<file path="src/rtl/core/ardet_pkg.sv">
// ---------------------------------------------------------------------------
// ardet_pkg
// types, codes and constants of the at response line detector
// ---------------------------------------------------------------------------
package ardet_pkg;

	// request codes on the input transaction
	localparam logic [2:0] REQ_BYTE      = 3'd0;
	localparam logic [2:0] REQ_TICK      = 3'd1;
	localparam logic [2:0] REQ_TAKE_LINE = 3'd2;
	localparam logic [2:0] REQ_TAKE_RESP = 3'd3;
	localparam logic [2:0] REQ_CLEAR     = 3'd4;

	// event codes on the result transaction
	localparam logic [1:0] EV_LINE_END  = 2'd0;
	localparam logic [1:0] EV_TIMEOUT   = 2'd1;
	localparam logic [1:0] EV_LINE_TAKE = 2'd2;
	localparam logic [1:0] EV_RESP_TAKE = 2'd3;

	// internal command codes after classification
	localparam logic [2:0] CMD_CHAR      = 3'd0;
	localparam logic [2:0] CMD_CR        = 3'd1;
	localparam logic [2:0] CMD_LF        = 3'd2;
	localparam logic [2:0] CMD_TICK      = 3'd3;
	localparam logic [2:0] CMD_TAKE_LINE = 3'd4;
	localparam logic [2:0] CMD_TAKE_RESP = 3'd5;
	localparam logic [2:0] CMD_CLEAR     = 3'd6;

	// ok matcher states
	localparam logic [1:0] OKP_EMPTY = 2'd0;
	localparam logic [1:0] OKP_O     = 2'd1;
	localparam logic [1:0] OKP_OK    = 2'd2;
	localparam logic [1:0] OKP_OTHER = 2'd3;

	// configuration register indexes
	localparam logic [1:0] CFG_ENABLED  = 2'd0;
	localparam logic [1:0] CFG_IDLE_LIM = 2'd1;
	localparam logic [1:0] CFG_MAX_LINE = 2'd2;

	localparam logic        RST_ENABLED  = 1'b1;
	localparam logic [15:0] RST_IDLE_LIM = 16'd100;
	localparam logic [9:0]  RST_MAX_LINE = 10'd256;

	localparam int CFG_DW = 16;

	localparam logic [7:0] CHAR_LF = 8'h0A;
	localparam logic [7:0] CHAR_CR = 8'h0D;
	localparam logic [7:0] CHAR_O  = 8'h4F;
	localparam logic [7:0] CHAR_K  = 8'h4B;
	localparam logic [7:0] CHAR_E  = 8'h45;
	localparam logic [7:0] CHAR_R  = 8'h52;

	// length of the word ERROR
	localparam logic [2:0] ERR_LEN = 3'd5;

	localparam logic [15:0] IDLE_MAX  = 16'hFFFF;
	localparam logic [7:0]  LINES_MAX = 8'hFF;

	// command queue between front and back
	localparam int CQ_DEPTH = 4;
	localparam int CQ_AW    = $clog2(CQ_DEPTH);
	localparam int CQ_CW    = $clog2(CQ_DEPTH + 1);

	// result queue at the output
	localparam int OQ_DEPTH = 2;
	localparam int OQ_AW    = $clog2(OQ_DEPTH);
	localparam int OQ_CW    = $clog2(OQ_DEPTH + 1);

	typedef struct packed {
		logic [2:0] req_type;
		logic [7:0] rx_byte;
	} ardet_req_t;

	typedef struct packed {
		logic [1:0] event_res;
		logic [9:0] line_length;
		logic       line_is_ok;
		logic       line_has_error;
		logic       response_complete;
		logic [7:0] lines_in_response;
		logic       had_data;
	} ardet_res_t;

	typedef struct packed {
		logic        enabled;
		logic [15:0] idle_limit_ms;
		logic [9:0]  max_line;
	} ardet_cfg_t;

	// classified command handed from front to back
	typedef struct packed {
		logic [2:0] op;
		logic       is_o;
		logic       is_k;
		logic       is_e;
		logic       is_r;
	} ardet_cmd_t;

endpackage

</file>
<file path="src/rtl/core/at_response_line_detector_unit.sv">
// ---------------------------------------------------------------------------
// at_response_line_detector_unit
// splits a modem receive stream into lines and tracks response completion
//
// input side is a queue: drive req and raise push while full is low; each
// transaction carries a receive byte, a millisecond tick, a take-line, a
// take-response or a clear request. output side is a queue too: while
// empty is low the oldest result sits on res, and pop takes it.
// one input transaction can be taken every cycle while full is low. a result
// passes through the command queue, then the line state machine writes it
// straight into a two-entry result queue, from which it shows on res.
// bytes other than line feed, ticks without timeout, clears and disabled or
// unknown requests give no result. when pop stays low, the result queue
// fills, the back end stops, the four-entry command queue fills and full
// rises; nothing is dropped. reset empties both queues, zeroes the line
// state and loads the register defaults (enabled, 100 ms idle limit, 256
// character lines). the user writes registers through cfg_we, cfg_idx and
// cfg_data only while idle; the block itself does not enforce this.
// ---------------------------------------------------------------------------
module at_response_line_detector_unit import ardet_pkg::*; (
	input  logic              clk,
	input  logic              arst_n,
	// request queue
	input  logic              push,
	input  ardet_req_t        req,
	output logic              full,
	// result queue
	output logic              empty,
	input  logic              pop,
	output ardet_res_t        res,
	// register writes
	input  logic              cfg_we,
	input  logic [1:0]        cfg_idx,
	input  logic [CFG_DW-1:0] cfg_data
);

	ardet_cfg_t cfg_q;
	logic       cq_pop;
	logic       cq_empty;
	ardet_cmd_t cq_head;

	// register file, an index beyond the list is ignored
	always_ff @(posedge clk or negedge arst_n) begin
		if (!arst_n) begin
			cfg_q.enabled       <= RST_ENABLED;
			cfg_q.idle_limit_ms <= RST_IDLE_LIM;
			cfg_q.max_line      <= RST_MAX_LINE;
		end else if (cfg_we) begin
			unique case (cfg_idx)
				CFG_ENABLED:  cfg_q.enabled       <= cfg_data[0];
				CFG_IDLE_LIM: cfg_q.idle_limit_ms <= cfg_data[15:0];
				CFG_MAX_LINE: cfg_q.max_line      <= cfg_data[9:0];
				default: begin
				end
			endcase
		end
	end

	// front: classify each request and queue it
	ardet_front u_front (
		.clk      (clk),
		.arst_n   (arst_n),
		.enabled  (cfg_q.enabled),
		.push     (push),
		.req      (req),
		.full     (full),
		.cq_pop   (cq_pop),
		.cq_empty (cq_empty),
		.cq_head  (cq_head)
	);

	// back: run the line state machine and queue results
	ardet_back u_back (
		.clk      (clk),
		.arst_n   (arst_n),
		.cfg      (cfg_q),
		.cq_empty (cq_empty),
		.cmd      (cq_head),
		.cq_pop   (cq_pop),
		.pop      (pop),
		.empty    (empty),
		.res      (res)
	);

endmodule

</file>
<file path="src/rtl/core/ardet_front.sv">
// ---------------------------------------------------------------------------
// ardet_front
// classifies input transactions and queues them for the back end
// ---------------------------------------------------------------------------
module ardet_front import ardet_pkg::*; (
	input  logic       clk,
	input  logic       arst_n,
	input  logic       enabled,
	input  logic       push,
	input  ardet_req_t req,
	output logic       full,
	input  logic       cq_pop,
	output logic       cq_empty,
	output ardet_cmd_t cq_head
);

	ardet_cmd_t cmd_cls;
	logic       keep;
	logic       wr_en;
	logic       rd_en;

	ardet_cmd_t           cq_q [CQ_DEPTH];
	logic [CQ_AW-1:0]     wr_ptr_q;
	logic [CQ_AW-1:0]     rd_ptr_q;
	logic [CQ_CW-1:0]     cnt_q;

	always_comb begin
		cmd_cls.op   = CMD_CHAR;
		cmd_cls.is_o = (req.rx_byte == CHAR_O);
		cmd_cls.is_k = (req.rx_byte == CHAR_K);
		cmd_cls.is_e = (req.rx_byte == CHAR_E);
		cmd_cls.is_r = (req.rx_byte == CHAR_R);
		keep         = enabled;
		unique case (req.req_type)
			REQ_BYTE: begin
				if (req.rx_byte == CHAR_LF) begin
					cmd_cls.op = CMD_LF;
				end else if (req.rx_byte == CHAR_CR) begin
					cmd_cls.op = CMD_CR;
				end else begin
					cmd_cls.op = CMD_CHAR;
				end
			end
			REQ_TICK:      cmd_cls.op = CMD_TICK;
			REQ_TAKE_LINE: cmd_cls.op = CMD_TAKE_LINE;
			REQ_TAKE_RESP: cmd_cls.op = CMD_TAKE_RESP;
			REQ_CLEAR:     cmd_cls.op = CMD_CLEAR;
			default:       keep = 1'b0;
		endcase
	end

	assign full     = (cnt_q == CQ_CW'(CQ_DEPTH));
	assign cq_empty = (cnt_q == '0);
	assign cq_head  = cq_q[rd_ptr_q];

	// disabled or unknown requests are taken and dropped here
	assign wr_en = push && !full && keep;
	assign rd_en = cq_pop && !cq_empty;

	always_ff @(posedge clk) begin
		if (wr_en) begin
			cq_q[wr_ptr_q] <= cmd_cls;
		end
	end

	always_ff @(posedge clk or negedge arst_n) begin
		if (!arst_n) begin
			wr_ptr_q <= '0;
			rd_ptr_q <= '0;
			cnt_q    <= '0;
		end else begin
			if (wr_en) begin
				wr_ptr_q <= wr_ptr_q + CQ_AW'(1);
			end
			if (rd_en) begin
				rd_ptr_q <= rd_ptr_q + CQ_AW'(1);
			end
			if (wr_en && !rd_en) begin
				cnt_q <= cnt_q + CQ_CW'(1);
			end else if (rd_en && !wr_en) begin
				cnt_q <= cnt_q - CQ_CW'(1);
			end
		end
	end

endmodule

</file>
<file path="src/rtl/core/ardet_back.sv">
// ---------------------------------------------------------------------------
// ardet_back
// line and response state machine with the result queue
// ---------------------------------------------------------------------------
module ardet_back import ardet_pkg::*; (
	input  logic       clk,
	input  logic       arst_n,
	input  ardet_cfg_t cfg,
	input  logic       cq_empty,
	input  ardet_cmd_t cmd,
	output logic       cq_pop,
	input  logic       pop,
	output logic       empty,
	output ardet_res_t res
);

	logic [9:0]  cur_len_q, cur_len_d;
	logic [1:0]  ok_pre_q, ok_pre_d;
	logic [2:0]  err_pre_q, err_pre_d;
	logic        err_seen_q, err_seen_d;
	logic [9:0]  last_len_q, last_len_d;
	logic        last_ok_q, last_ok_d;
	logic        last_err_q, last_err_d;
	logic        new_line_q, new_line_d;
	logic        complete_q, complete_d;
	logic [15:0] idle_q, idle_d;
	logic [7:0]  lines_q, lines_d;

	logic        exec;
	logic        err_match;
	logic [2:0]  err_step;
	logic        emit_vld;
	logic [1:0]  emit_ev;
	logic        emit_had;
	ardet_res_t  res_d;

	ardet_res_t       oq_q [OQ_DEPTH];
	logic [OQ_AW-1:0] oq_wr_q;
	logic [OQ_AW-1:0] oq_rd_q;
	logic [OQ_CW-1:0] oq_cnt_q;
	logic             oq_wr;
	logic             oq_rd;

	// a slot frees up when the head result leaves in the same cycle
	assign exec   = !cq_empty && ((oq_cnt_q != OQ_CW'(OQ_DEPTH)) || pop);
	assign cq_pop = exec;

	// next character of ERROR expected at this match position
	always_comb begin
		err_match = 1'b0;
		case (err_pre_q)
			3'd0:             err_match = cmd.is_e;
			3'd1, 3'd2, 3'd4: err_match = cmd.is_r;
			3'd3:             err_match = cmd.is_o;
			default:          err_match = 1'b0;
		endcase
		if (err_match) begin
			err_step = err_pre_q + 3'd1;
		end else begin
			err_step = cmd.is_e ? 3'd1 : 3'd0;
		end
	end

	always_comb begin
		cur_len_d  = cur_len_q;
		ok_pre_d   = ok_pre_q;
		err_pre_d  = err_pre_q;
		err_seen_d = err_seen_q;
		last_len_d = last_len_q;
		last_ok_d  = last_ok_q;
		last_err_d = last_err_q;
		new_line_d = new_line_q;
		complete_d = complete_q;
		idle_d     = idle_q;
		lines_d    = lines_q;
		emit_vld   = 1'b0;
		emit_ev    = EV_LINE_END;
		emit_had   = 1'b0;
		unique case (cmd.op)
			CMD_CHAR: begin
				idle_d = '0;
				if (cur_len_q >= cfg.max_line) begin
					// overlong line, drop it along with this character
					cur_len_d  = '0;
					ok_pre_d   = OKP_EMPTY;
					err_pre_d  = '0;
					err_seen_d = 1'b0;
				end else begin
					cur_len_d = cur_len_q + 10'd1;
					if (ok_pre_q == OKP_EMPTY && cmd.is_o) begin
						ok_pre_d = OKP_O;
					end else if (ok_pre_q == OKP_O && cmd.is_k) begin
						ok_pre_d = OKP_OK;
					end else begin
						ok_pre_d = OKP_OTHER;
					end
					if (err_step == ERR_LEN) begin
						err_seen_d = 1'b1;
						err_pre_d  = '0;
					end else begin
						err_pre_d = err_step;
					end
				end
			end
			CMD_CR: begin
				idle_d = '0;
			end
			CMD_LF: begin
				idle_d     = '0;
				last_len_d = cur_len_q;
				last_ok_d  = (ok_pre_q == OKP_OK);
				last_err_d = err_seen_q;
				cur_len_d  = '0;
				ok_pre_d   = OKP_EMPTY;
				err_pre_d  = '0;
				err_seen_d = 1'b0;
				if (cur_len_q != '0 && lines_q != LINES_MAX) begin
					lines_d = lines_q + 8'd1;
				end
				new_line_d = 1'b1;
				if ((ok_pre_q == OKP_OK) || err_seen_q) begin
					complete_d = 1'b1;
				end
				emit_vld = 1'b1;
				emit_ev  = EV_LINE_END;
			end
			CMD_TICK: begin
				if (idle_q != IDLE_MAX) begin
					idle_d = idle_q + 16'd1;
				end
				if (new_line_q && !complete_q && (idle_d > cfg.idle_limit_ms)) begin
					complete_d = 1'b1;
					emit_vld   = 1'b1;
					emit_ev    = EV_TIMEOUT;
				end
			end
			CMD_TAKE_LINE: begin
				new_line_d = 1'b0;
				emit_vld   = 1'b1;
				emit_ev    = EV_LINE_TAKE;
				emit_had   = new_line_q;
			end
			CMD_TAKE_RESP: begin
				complete_d = 1'b0;
				lines_d    = '0;
				emit_vld   = 1'b1;
				emit_ev    = EV_RESP_TAKE;
				emit_had   = complete_q;
			end
			CMD_CLEAR: begin
				cur_len_d  = '0;
				ok_pre_d   = OKP_EMPTY;
				err_pre_d  = '0;
				err_seen_d = 1'b0;
				last_len_d = '0;
				last_ok_d  = 1'b0;
				last_err_d = 1'b0;
				new_line_d = 1'b0;
				complete_d = 1'b0;
				idle_d     = '0;
				lines_d    = '0;
			end
			default: begin
			end
		endcase

		res_d.event_res         = emit_ev;
		res_d.line_length       = last_len_d;
		res_d.line_is_ok        = last_ok_d;
		res_d.line_has_error    = last_err_d;
		res_d.response_complete = complete_d;
		res_d.lines_in_response = lines_d;
		res_d.had_data          = emit_had;
	end

	always_ff @(posedge clk or negedge arst_n) begin
		if (!arst_n) begin
			cur_len_q  <= '0;
			ok_pre_q   <= OKP_EMPTY;
			err_pre_q  <= '0;
			err_seen_q <= 1'b0;
			last_len_q <= '0;
			last_ok_q  <= 1'b0;
			last_err_q <= 1'b0;
			new_line_q <= 1'b0;
			complete_q <= 1'b0;
			idle_q     <= '0;
			lines_q    <= '0;
		end else if (exec) begin
			cur_len_q  <= cur_len_d;
			ok_pre_q   <= ok_pre_d;
			err_pre_q  <= err_pre_d;
			err_seen_q <= err_seen_d;
			last_len_q <= last_len_d;
			last_ok_q  <= last_ok_d;
			last_err_q <= last_err_d;
			new_line_q <= new_line_d;
			complete_q <= complete_d;
			idle_q     <= idle_d;
			lines_q    <= lines_d;
		end
	end

	assign oq_wr = exec && emit_vld;
	assign oq_rd = pop && !empty;
	assign empty = (oq_cnt_q == '0);
	assign res   = oq_q[oq_rd_q];

	always_ff @(posedge clk) begin
		if (oq_wr) begin
			oq_q[oq_wr_q] <= res_d;
		end
	end

	always_ff @(posedge clk or negedge arst_n) begin
		if (!arst_n) begin
			oq_wr_q  <= '0;
			oq_rd_q  <= '0;
			oq_cnt_q <= '0;
		end else begin
			if (oq_wr) begin
				oq_wr_q <= oq_wr_q + OQ_AW'(1);
			end
			if (oq_rd) begin
				oq_rd_q <= oq_rd_q + OQ_AW'(1);
			end
			if (oq_wr && !oq_rd) begin
				oq_cnt_q <= oq_cnt_q + OQ_CW'(1);
			end else if (oq_rd && !oq_wr) begin
				oq_cnt_q <= oq_cnt_q - OQ_CW'(1);
			end
		end
	end

endmodule

</file>
<file path="config.mk">
export PLATFORM = sky130hd
export DESIGN_NAME = at_response_line_detector_unit
export DESIGN_NICKNAME = d
export VERILOG_FILES = /design/src/rtl/core/ardet_pkg.sv /design/src/rtl/core/at_response_line_detector_unit.sv /design/src/rtl/core/ardet_front.sv /design/src/rtl/core/ardet_back.sv
export SDC_FILE = /design/constraint.sdc
export NUM_CORES = 1
export LEC_CHECK = 0
export ABC_AREA = 1
export ABC_CLOCK_PERIOD_IN_PS = 4100
export BUFFER_PORTS_ARGS = -buffer_cell sky130_fd_sc_hd__buf_2
export CAP_MARGIN = 40
export CORE_ASPECT_RATIO = 1.1
export CORE_UTILIZATION = 52
export CTS_CLUSTER_SIZE = 14
export DETAILED_ROUTE_END_ITERATION = 10
export PLACE_DENSITY = 0.7
export SLEW_MARGIN = 10
export SYNTH_ARGS = -nofsm -noshare
export SYNTH_HDL_FRONTEND = slang
export SYNTH_HIERARCHICAL = 1
export SYNTH_SLANG_ARGS = --single-unit
</file>
<file path="constraint.sdc">
create_clock -name clk -period 4.1 [get_ports clk]
set_input_delay 1.025 -clock clk [delete_from_list [all_inputs] [get_ports clk]]
set_output_delay 1.025 -clock clk [all_outputs]
set_load 0.05 [all_outputs]
</file>
Word-level counts from Yosys, hierarchy flattened
Memories as Yosys holds them, arrays and structs flattened.
Index checks and enable logic that the tools add are counted.
Cells by class
  add/sub/neg operators: 12
  $mul: 0
  div/mod/pow operators: 0
  magnitude comparators: 2
  equal/unequal tests: 30
  shift operators: 0
  mux-type cells: 44
  bitwise gates (word level): 0
  reduce and logical (&&, ||, !) cells: 52
Operator list (number)
  $pmux W10 S2: 2
  $eq A8 B7 Y1 const B: 4
  $mux W16: 2
  $pmux W16 S2: 1
  $eq A3 B3 Y1 const B: 7
  $eq A3 B2 Y1 const B: 6
  $mux W3: 6
  $add A16 B1 Y16 const B: 1
  $eq A8 B4 Y1 const B: 2
  $gt A16 B16 Y1: 1
  $ne A16 B16 Y1 const B: 1
  $pmux W8 S2: 1
  $logic_and A1 B1 Y1: 15
  $pmux W3 S5: 1
  $mux W1: 14
  $logic_not A3 Y1: 4
  $pmux W1 S2: 6
  $reduce_and A2 Y1: 6
  $add A10 B1 Y10 const B: 1
  $ge A10 B10 Y1: 1
  $mux W10: 1
  $reduce_bool A10 Y1: 1
  $reduce_bool A2 Y1: 5
  $eq A3 B1 Y1 const B: 3
  25 further kinds: 48
Storage, ports and cells
  register bits after elaboration: 92
  latch bits: 0
  RAM bits: 76
  ROM bits: 0
  input bits: 34
  output and inout port bits: 26
  word-level logic and storage cells: 162
  memories: 2
Memory list
  u_back.oq_q: depth 2, width 24, read ports 1, clocked after Yosys merged registers in 0, write ports 1, line ardet_back.sv:37  | ardet_res_t oq_q [OQ_DEPTH];
  u_front.cq_q: depth 4, width 7, read ports 1, clocked after Yosys merged registers in 0, write ports 1, line ardet_front.sv:22  | ardet_cmd_t cq_q [CQ_DEPTH];

Longest topological paths before layout
  word-level depth: 12
  gate-level depth with buffers: 26
  depth with buffers taken out: 26

Modules after synthesis
The synthesis kept the hierarchy.
Modules (own cells, without submodules)
  ardet_back: instances 1, cells each 717, area an instance 6100.9 um2, seq. area each 2892.8 um2
  ardet_front: instances 1, cells each 165, area an instance 1741.7 um2, seq. area each 1016.0 um2
  at_response_line_detector_unit: instances 1, cells each 123, area an instance 1167.4 um2, seq. area each 681.9 um2

Least setup slack after synthesis
Ideal clock, no wire load.
  path type: reg2reg
  from: reg u_back.idle_q[0]
  to: mem u_back/oq_q[1][0] (netlist bit) (enable)
  library setup time: 0.405 ns
  arrival: 3.338 ns
  required time: 3.695 ns
  setup slack: 0.358 ns
  stages on the path, launching flop included: 21
  path buffers: 1
  period minus slack after synthesis: 3.742 ns
  path through: dfrtp_1 > ha_1 > nand3_2 > nor3_2 > nand3_2 > buf_2 > o21ai_1 > inv_1 > ha_1 > nand2_1 > nand2_1 > nand2_1 > nand2_1 > nand2_1 > nand2_1 > nand2_1 > nand2_1 > nand2_1 > nand3_1 > nand2_1 > nor2_1
On the way
  longest elaborated chain between the ends: 10
  elaborated cells on any way between the ends: 11
  those cells by class: add/sub (1); order compare (1); eq/ne (1); mux (6); reduce/logical (2)
Ends and longest elaborated chain
  start, declared: line ardet_back.sv:26  | logic [15:0] idle_q, idle_d;
  start signal, assigned: line ardet_back.sv:199  | idle_q <= idle_d;
  $add A16 B1 Y16 / $ne A16 B16 Y1 (equally long branches): line ardet_back.sv:129, ardet_back.sv:128
  $mux W16 *: line ardet_back.sv:128  | if (idle_q != IDLE_MAX) begin
  $mux W16 *: line ardet_back.sv:79  | unique case (cmd.op)
  $gt A16 B16 Y1 *: line ardet_back.sv:131  | if (new_line_q && !complete_q && (idle_d > cfg.idle_limit_ms)) begin
  $logic_and A1 B1 Y1 *: line ardet_back.sv:131
  $mux W1 *: line ardet_back.sv:131
  $pmux W1 S2 *: line ardet_back.sv:79
  $logic_and A1 B1 Y1 *: line ardet_back.sv:204  | assign oq_wr = exec && emit_vld;
  $mux W1 *: line ardet_back.sv:210  | if (oq_wr) begin
  $mux W1 (implied by the code) *: line ardet_back.sv:211  | oq_q[oq_wr_q] <= res_d;
  end, declared: line ardet_back.sv:37
Mark *: on every way between the ends. The rest lies on a longest branch, timed or not. The select of a mux whose other input is x is not followed.

Worst setup path after layout
  from: reg u_back.idle_q[0]
  to: reg u_back.oq_cnt_q[1]
On the way
  longest elaborated chain between the ends: 11
  elaborated cells on any way between the ends: 14
  those cells by class: add/sub (1); order compare (1); eq/ne (1); mux (5); reduce/logical (6)
Ends and longest elaborated chain
  $add A16 B1 Y16 / $ne A16 B16 Y1 (equally long branches): line ardet_back.sv:129, ardet_back.sv:128
  $mux W16 *: line ardet_back.sv:128
  $mux W16 *: line ardet_back.sv:79
  $gt A16 B16 Y1 *: line ardet_back.sv:131
  $logic_and A1 B1 Y1 *: line ardet_back.sv:131
  $mux W1 *: line ardet_back.sv:131
  $pmux W1 S2 *: line ardet_back.sv:79
  $logic_and A1 B1 Y1 *: line ardet_back.sv:204
  net u_back.oq_wr: line ardet_back.sv:41  | logic oq_wr;
  $logic_not A1 Y1: line ardet_back.sv:229  | end else if (oq_rd && !oq_wr) begin
  $logic_and A1 B1 Y1: line ardet_back.sv:229
  $reduce_bool A2 Y1 (no source line)
  end signal, assigned: line ardet_back.sv:228  | oq_cnt_q <= oq_cnt_q + OQ_CW'(1);
  end signal, assigned: line ardet_back.sv:230  | oq_cnt_q <= oq_cnt_q - OQ_CW'(1);
  end, declared: line ardet_back.sv:40  | logic [OQ_CW-1:0] oq_cnt_q;
The timed path passes the listed nets; every way through them passes the cells marked *. The select of a mux whose other input is x is not followed.
A chain may end at the register's enable or synchronous reset.

==> flow_metrics.py <==
metrics = {
    "min_path": {
        "worstHoldStart": "cfg_q[16]$_DFFE_PN1P_",
        "hold_end": "cfg_q[16]$_DFFE_PN1P_",
        "min_path_cells": 2,
        "hold_class": "reg -> reg",
    },
    "detailed_routing": {
        "detail-route-antenna-nets": 0,
        "via_per_inst": 5.197,
        "dr.pass1.iters": 5,
        "finalWirelength_um": 18260,
        "drtIter0Drc": 632,
        "drc_errors": 0,
        "wl_per_cell_um": 13.94,
        "dr_total_vias": 6808,
    },
    "worst_setup_path": {
        "rr_worst_depth": 23,
        "rrSetupSlack_ns": 0.60,
        "r2r_start": "u_back/idle_q[0]$_DFFE_PN0P_",
        "startpoint_type": "register",
        "cp.arrival_ns": 3.82,
        "critPathRequiredTime_ns": 4.42,
        "crit_slowest_cell": "dfrtp_1",
        "crit_fanout": 13,
        "crit_top_cell": "nand2_1",
        "slowest_delay_ns": 0.43,
        "cp-end-kind": "register",
        "regToRegEndpoint": "u_back/oq_cnt_q[1]$_DFFE_PN0P_",
        "crit_type": "reg -> reg",
        "path_cells": "ha_1, nand3_2, nor3_2, nand3_2, o21ai_1, inv_1, ha_1, nand2_1, nand2_1, nand2_1, nand2_1, nand2_1, nand2_1, nand2_1, nand2_1, nand2_1, nand3_1, nand2_1, inv_1, ha_1, a21oi_1, o21ai_0, xnor2_1",
    },
    "synth": {
        "postSynthCellCount": 1005,
        "synth_top_area_cell": "edfxtp_1",
        "ys_seq_area_share_pct": 50.95,
        "syn_avg_cell_area_um2": 8.965,
        "synthTopCellsByArea": "edfxtp_1 (25%), dfrtp_1 (24%), nand2_1 (13%)",
        "synth_edf_count": 76,
        "synth.net_count": 1081,
        "yosys_warnings": 6,
        "synth_area_um2": 9010,
        "synth_top_area_share_pct": 25.33,
        "synthArstFlopShare_pct": 54.76,
        "synth-main-ff-cell": "dfrtp_1",
        "synth_seq_cells": 168,
        "synth_cell_type_count": 52,
    },
    "clocking": {
        "cts_made_buffers": 17,
        "insertion_delay_ns": 0.44,
        "clk_pin_slew_worst_paths_ns": 0.07,
        "cts_max_path_buffers": 2,
        "cts.sinks": 168,
        "htree_levels": 4,
        "cts_hold_buf": 0,
        "postCtsSetupRepairBufs": 0,
        "cts_resized": 0,
        "cts_tree": "yes",
        "root_buffer": "clkbuf_16",
    },
    "floorplan": {
        "die_w_um": 127.5,
        "die_h_um": 140.1,
        "die-area_um2": 17860,
        "ioPinCount": 60,
        "initial_core_util_pct": 52.95,
        "row_count": 50,
        "design.core.area_um2": 17020,
    },
    "global_routing": {
        "track_usage_pct": 22.09,
        "antenna_found_initial": 0,
        "grt_pass1_vias": 6522,
        "grt_first_pass_wirelength_um": 30910,
        "grt_max_degree": 93,
        "grt-ovfl-total": 0,
    },
    "timing": {
        "setup_viol": 0,
        "whs_ns": 0.4649,
        "finClkSkew_ns": 0.01091,
        "relSlewSlack_pct": 50.58,
        "fin_crit_ns": 3.501,
        "worst_pin_slew_ns": 0.7413,
        "period_share_pct": 85.39,
        "rsz0062_at_grt": "false",
        "slew_violations": 0,
        "fmax_ghz": 0.2856,
        "finalHoldViolations": 0,
        "tns_ns": 0,
    },
    "run_status": {
        "status": "complete, no violations",
    },
    "final_layout": {
        "n_antenna_cell": 0,
        "syn_to_final_growth_pct": 11.80,
        "regArea_um2": 4591,
        "nNetsFinal": 1139,
        "drive_gt1_share_pct": 15.99,
        "nFillCells": 1519,
        "multiInputGateArea_um2": 3700,
    },
    "pwr": {
        "peakVddDrop_uv": 425.7,
        "powerDensity_nw_per_um2": 723.8,
        "p_leak_nw": 4.745,
    },
    "placement": {
        "place.gp.congestion": 0.8449,
        "port_buffers": 59,
        "dp_hpwl_um": 13090,
    },
    "job": {
        "drv_cap": 0,
    },
}
-- cell usage in the layout (no fill, tap or decap), drive strengths merged --
master / Yosys / final
edfxtp: 76 / 76
dfrtp: 87 / 87
o32ai: 2 / 2
clkbuf: 8 / 17
nor3b: 2 / 2
clkinv: 1 / 6
clkinvlp: 0 / 1
nor2: 70 / 70
nand2: 313 / 313
inv: 138 / 146
or2: 2 / 2
xnor2: 6 / 6
and2: 2 / 2
dfstp: 5 / 5
buf: 21 / 68
bufinv: 0 / 1
a22o: 3 / 3
o211ai: 2 / 2
nand4: 39 / 39
xor2: 18 / 18
nand3b: 2 / 2
a31oi: 1 / 1
nor3: 16 / 16
ha: 41 / 41
fa: 1 / 1
o21a: 5 / 5
o21ai: 69 / 69
o22ai: 22 / 22
a21o: 1 / 1
a21oi: 20 / 20
nand3: 29 / 29
nor4: 3 / 3
-- per-stage QoR --
step | cells | area, um^2 | power (mW) | utilization, % | setup slack, ns
detailed placement | 1278 | 9490 | 5.750 | 55.77 | 0.6276
floorplan | 1005 | 9010 | 5.005 | - | 0.3577
global placement | 1278 | 9490 | 5.671 | 55.77 | 0.7143
global route | 1310 | 10070 | 7.794 | 59.20 | 0.1031
finish | 1310 | 10070 | 7.291 | 59.20 | 0.5989
CTS | 1310 | 10070 | 7.335 | 59.20 | 0.6041
-- cells in the mapped netlist, types with 8 or more instances --
library cell / instances
a21oi_1: 18
buf_2: 9
clkbuf_1: 8
dfrtp_1: 87
edfxtp_1: 76
ha_1: 41
inv_1: 125
inv_2: 12
nand2_1: 306
nand3_1: 22
nand4_1: 39
nor2_1: 54
nor2_2: 14
nor3_1: 11
o21ai_0: 41
o21ai_1: 24
o22ai_1: 12
o22ai_2: 10
xor2_1: 18
-- flip-flops by register name, summed over array words and instances (netlist names) --
name	count
cfg_q	27
u_back/complete_q	1
u_back/cur_len_q	10
u_back/err_pre_q	3
u_back/err_seen_q	1
u_back/idle_q	16
u_back/last_err_q	1
u_back/last_len_q	10
u_back/last_ok_q	1
u_back/lines_q	8
u_back/new_line_q	1
u_back/ok_pre_q	2
u_back/oq_cnt_q	2
u_back/oq_q	48
u_back/oq_rd_q	1
u_back/oq_wr_q	1
u_front/cnt_q	3
u_front/cq_q	28
u_front/rd_ptr_q	2
u_front/wr_ptr_q	2
-- cells by family (layout without fill, tap and decap cells) --
| group | Yosys count | count (layout) | share of synthesized area, % |
|---|---|---|---|
| buffers and inverters | 168 | 239 | 8.013 |
| xor gates and xnor gates | 24 | 24 | 2.333 |
| adders and majority gates | 42 | 42 | 5.916 |
| DFF | 168 | 168 | 50.95 |
| AOI/OAI and AO/OA | 125 | 125 | 8.888 |
| and+or+nand+nor | 478 | 478 | 23.90 |
-- area by class of cell --
cell class                      instances  area share [%]
Clock buffer                           17           4.223
Clock inverter                         15           1.565
Inverter                              139           5.254
Multi-Input combinational cell        669           36.73
Sequential cell                       168           45.57
Tap cell                              234           2.906
Timing Repair Buffer                   68           3.751
-- routing by layer --
layer  up-vias  wire (um)  share of wire, %  GRT usage, %
li1       3411          -                 -             -
met1      3170       8524                47         30.59
met2       196       8532                47         34.83
met3        31        850               4.7         3.361
met4         0        355               1.9         9.023
met5         -          0                 0             0
-- how the worst max path moves through the flow --
stage / start / endpoint / slack, ns / cells past startpoint
floorplan: u_back/idle_q[0]$_DFFE_PN0P_ / u_back/oq_q[1][0]$_DFFE_PP_ / 0.36 / 20
global placement: u_back/idle_q[1]$_DFFE_PN0P_ / u_back/oq_cnt_q[1]$_DFFE_PN0P_ / 0.71 / 23
detailed placement: u_back/idle_q[1]$_DFFE_PN0P_ / u_back/oq_cnt_q[1]$_DFFE_PN0P_ / 0.63 / 23
CTS: u_back/idle_q[0]$_DFFE_PN0P_ / u_back/oq_cnt_q[1]$_DFFE_PN0P_ / 0.60 / 23
global route: u_back/idle_q[1]$_DFFE_PN0P_ / u_back/oq_cnt_q[1]$_DFFE_PN0P_ / 0.10 / 23
finish: u_back/idle_q[0]$_DFFE_PN0P_ / u_back/oq_cnt_q[1]$_DFFE_PN0P_ / 0.60 / 23
-- critical path: cells and delay by family (launching register included) --
family,cells,cell delay [ns]
and+or+nand+nor,14,1.36
xor gates and xnor gates,1,0.13
buffers and inverters,2,0.13
AOI/OAI and AO/OA,3,0.48
DFF,1,0.43
adders and majority gates,3,0.84
-- power by group --
part           total (mW)  internal (mW)  leakage (nW)  switching (mW)
sequential           2.57           2.31          1.91           0.257
combinational        3.15          0.841          2.55            2.31
clock                1.57          0.860         0.285           0.714
Note: power is estimated with default switching activity, not from simulation.
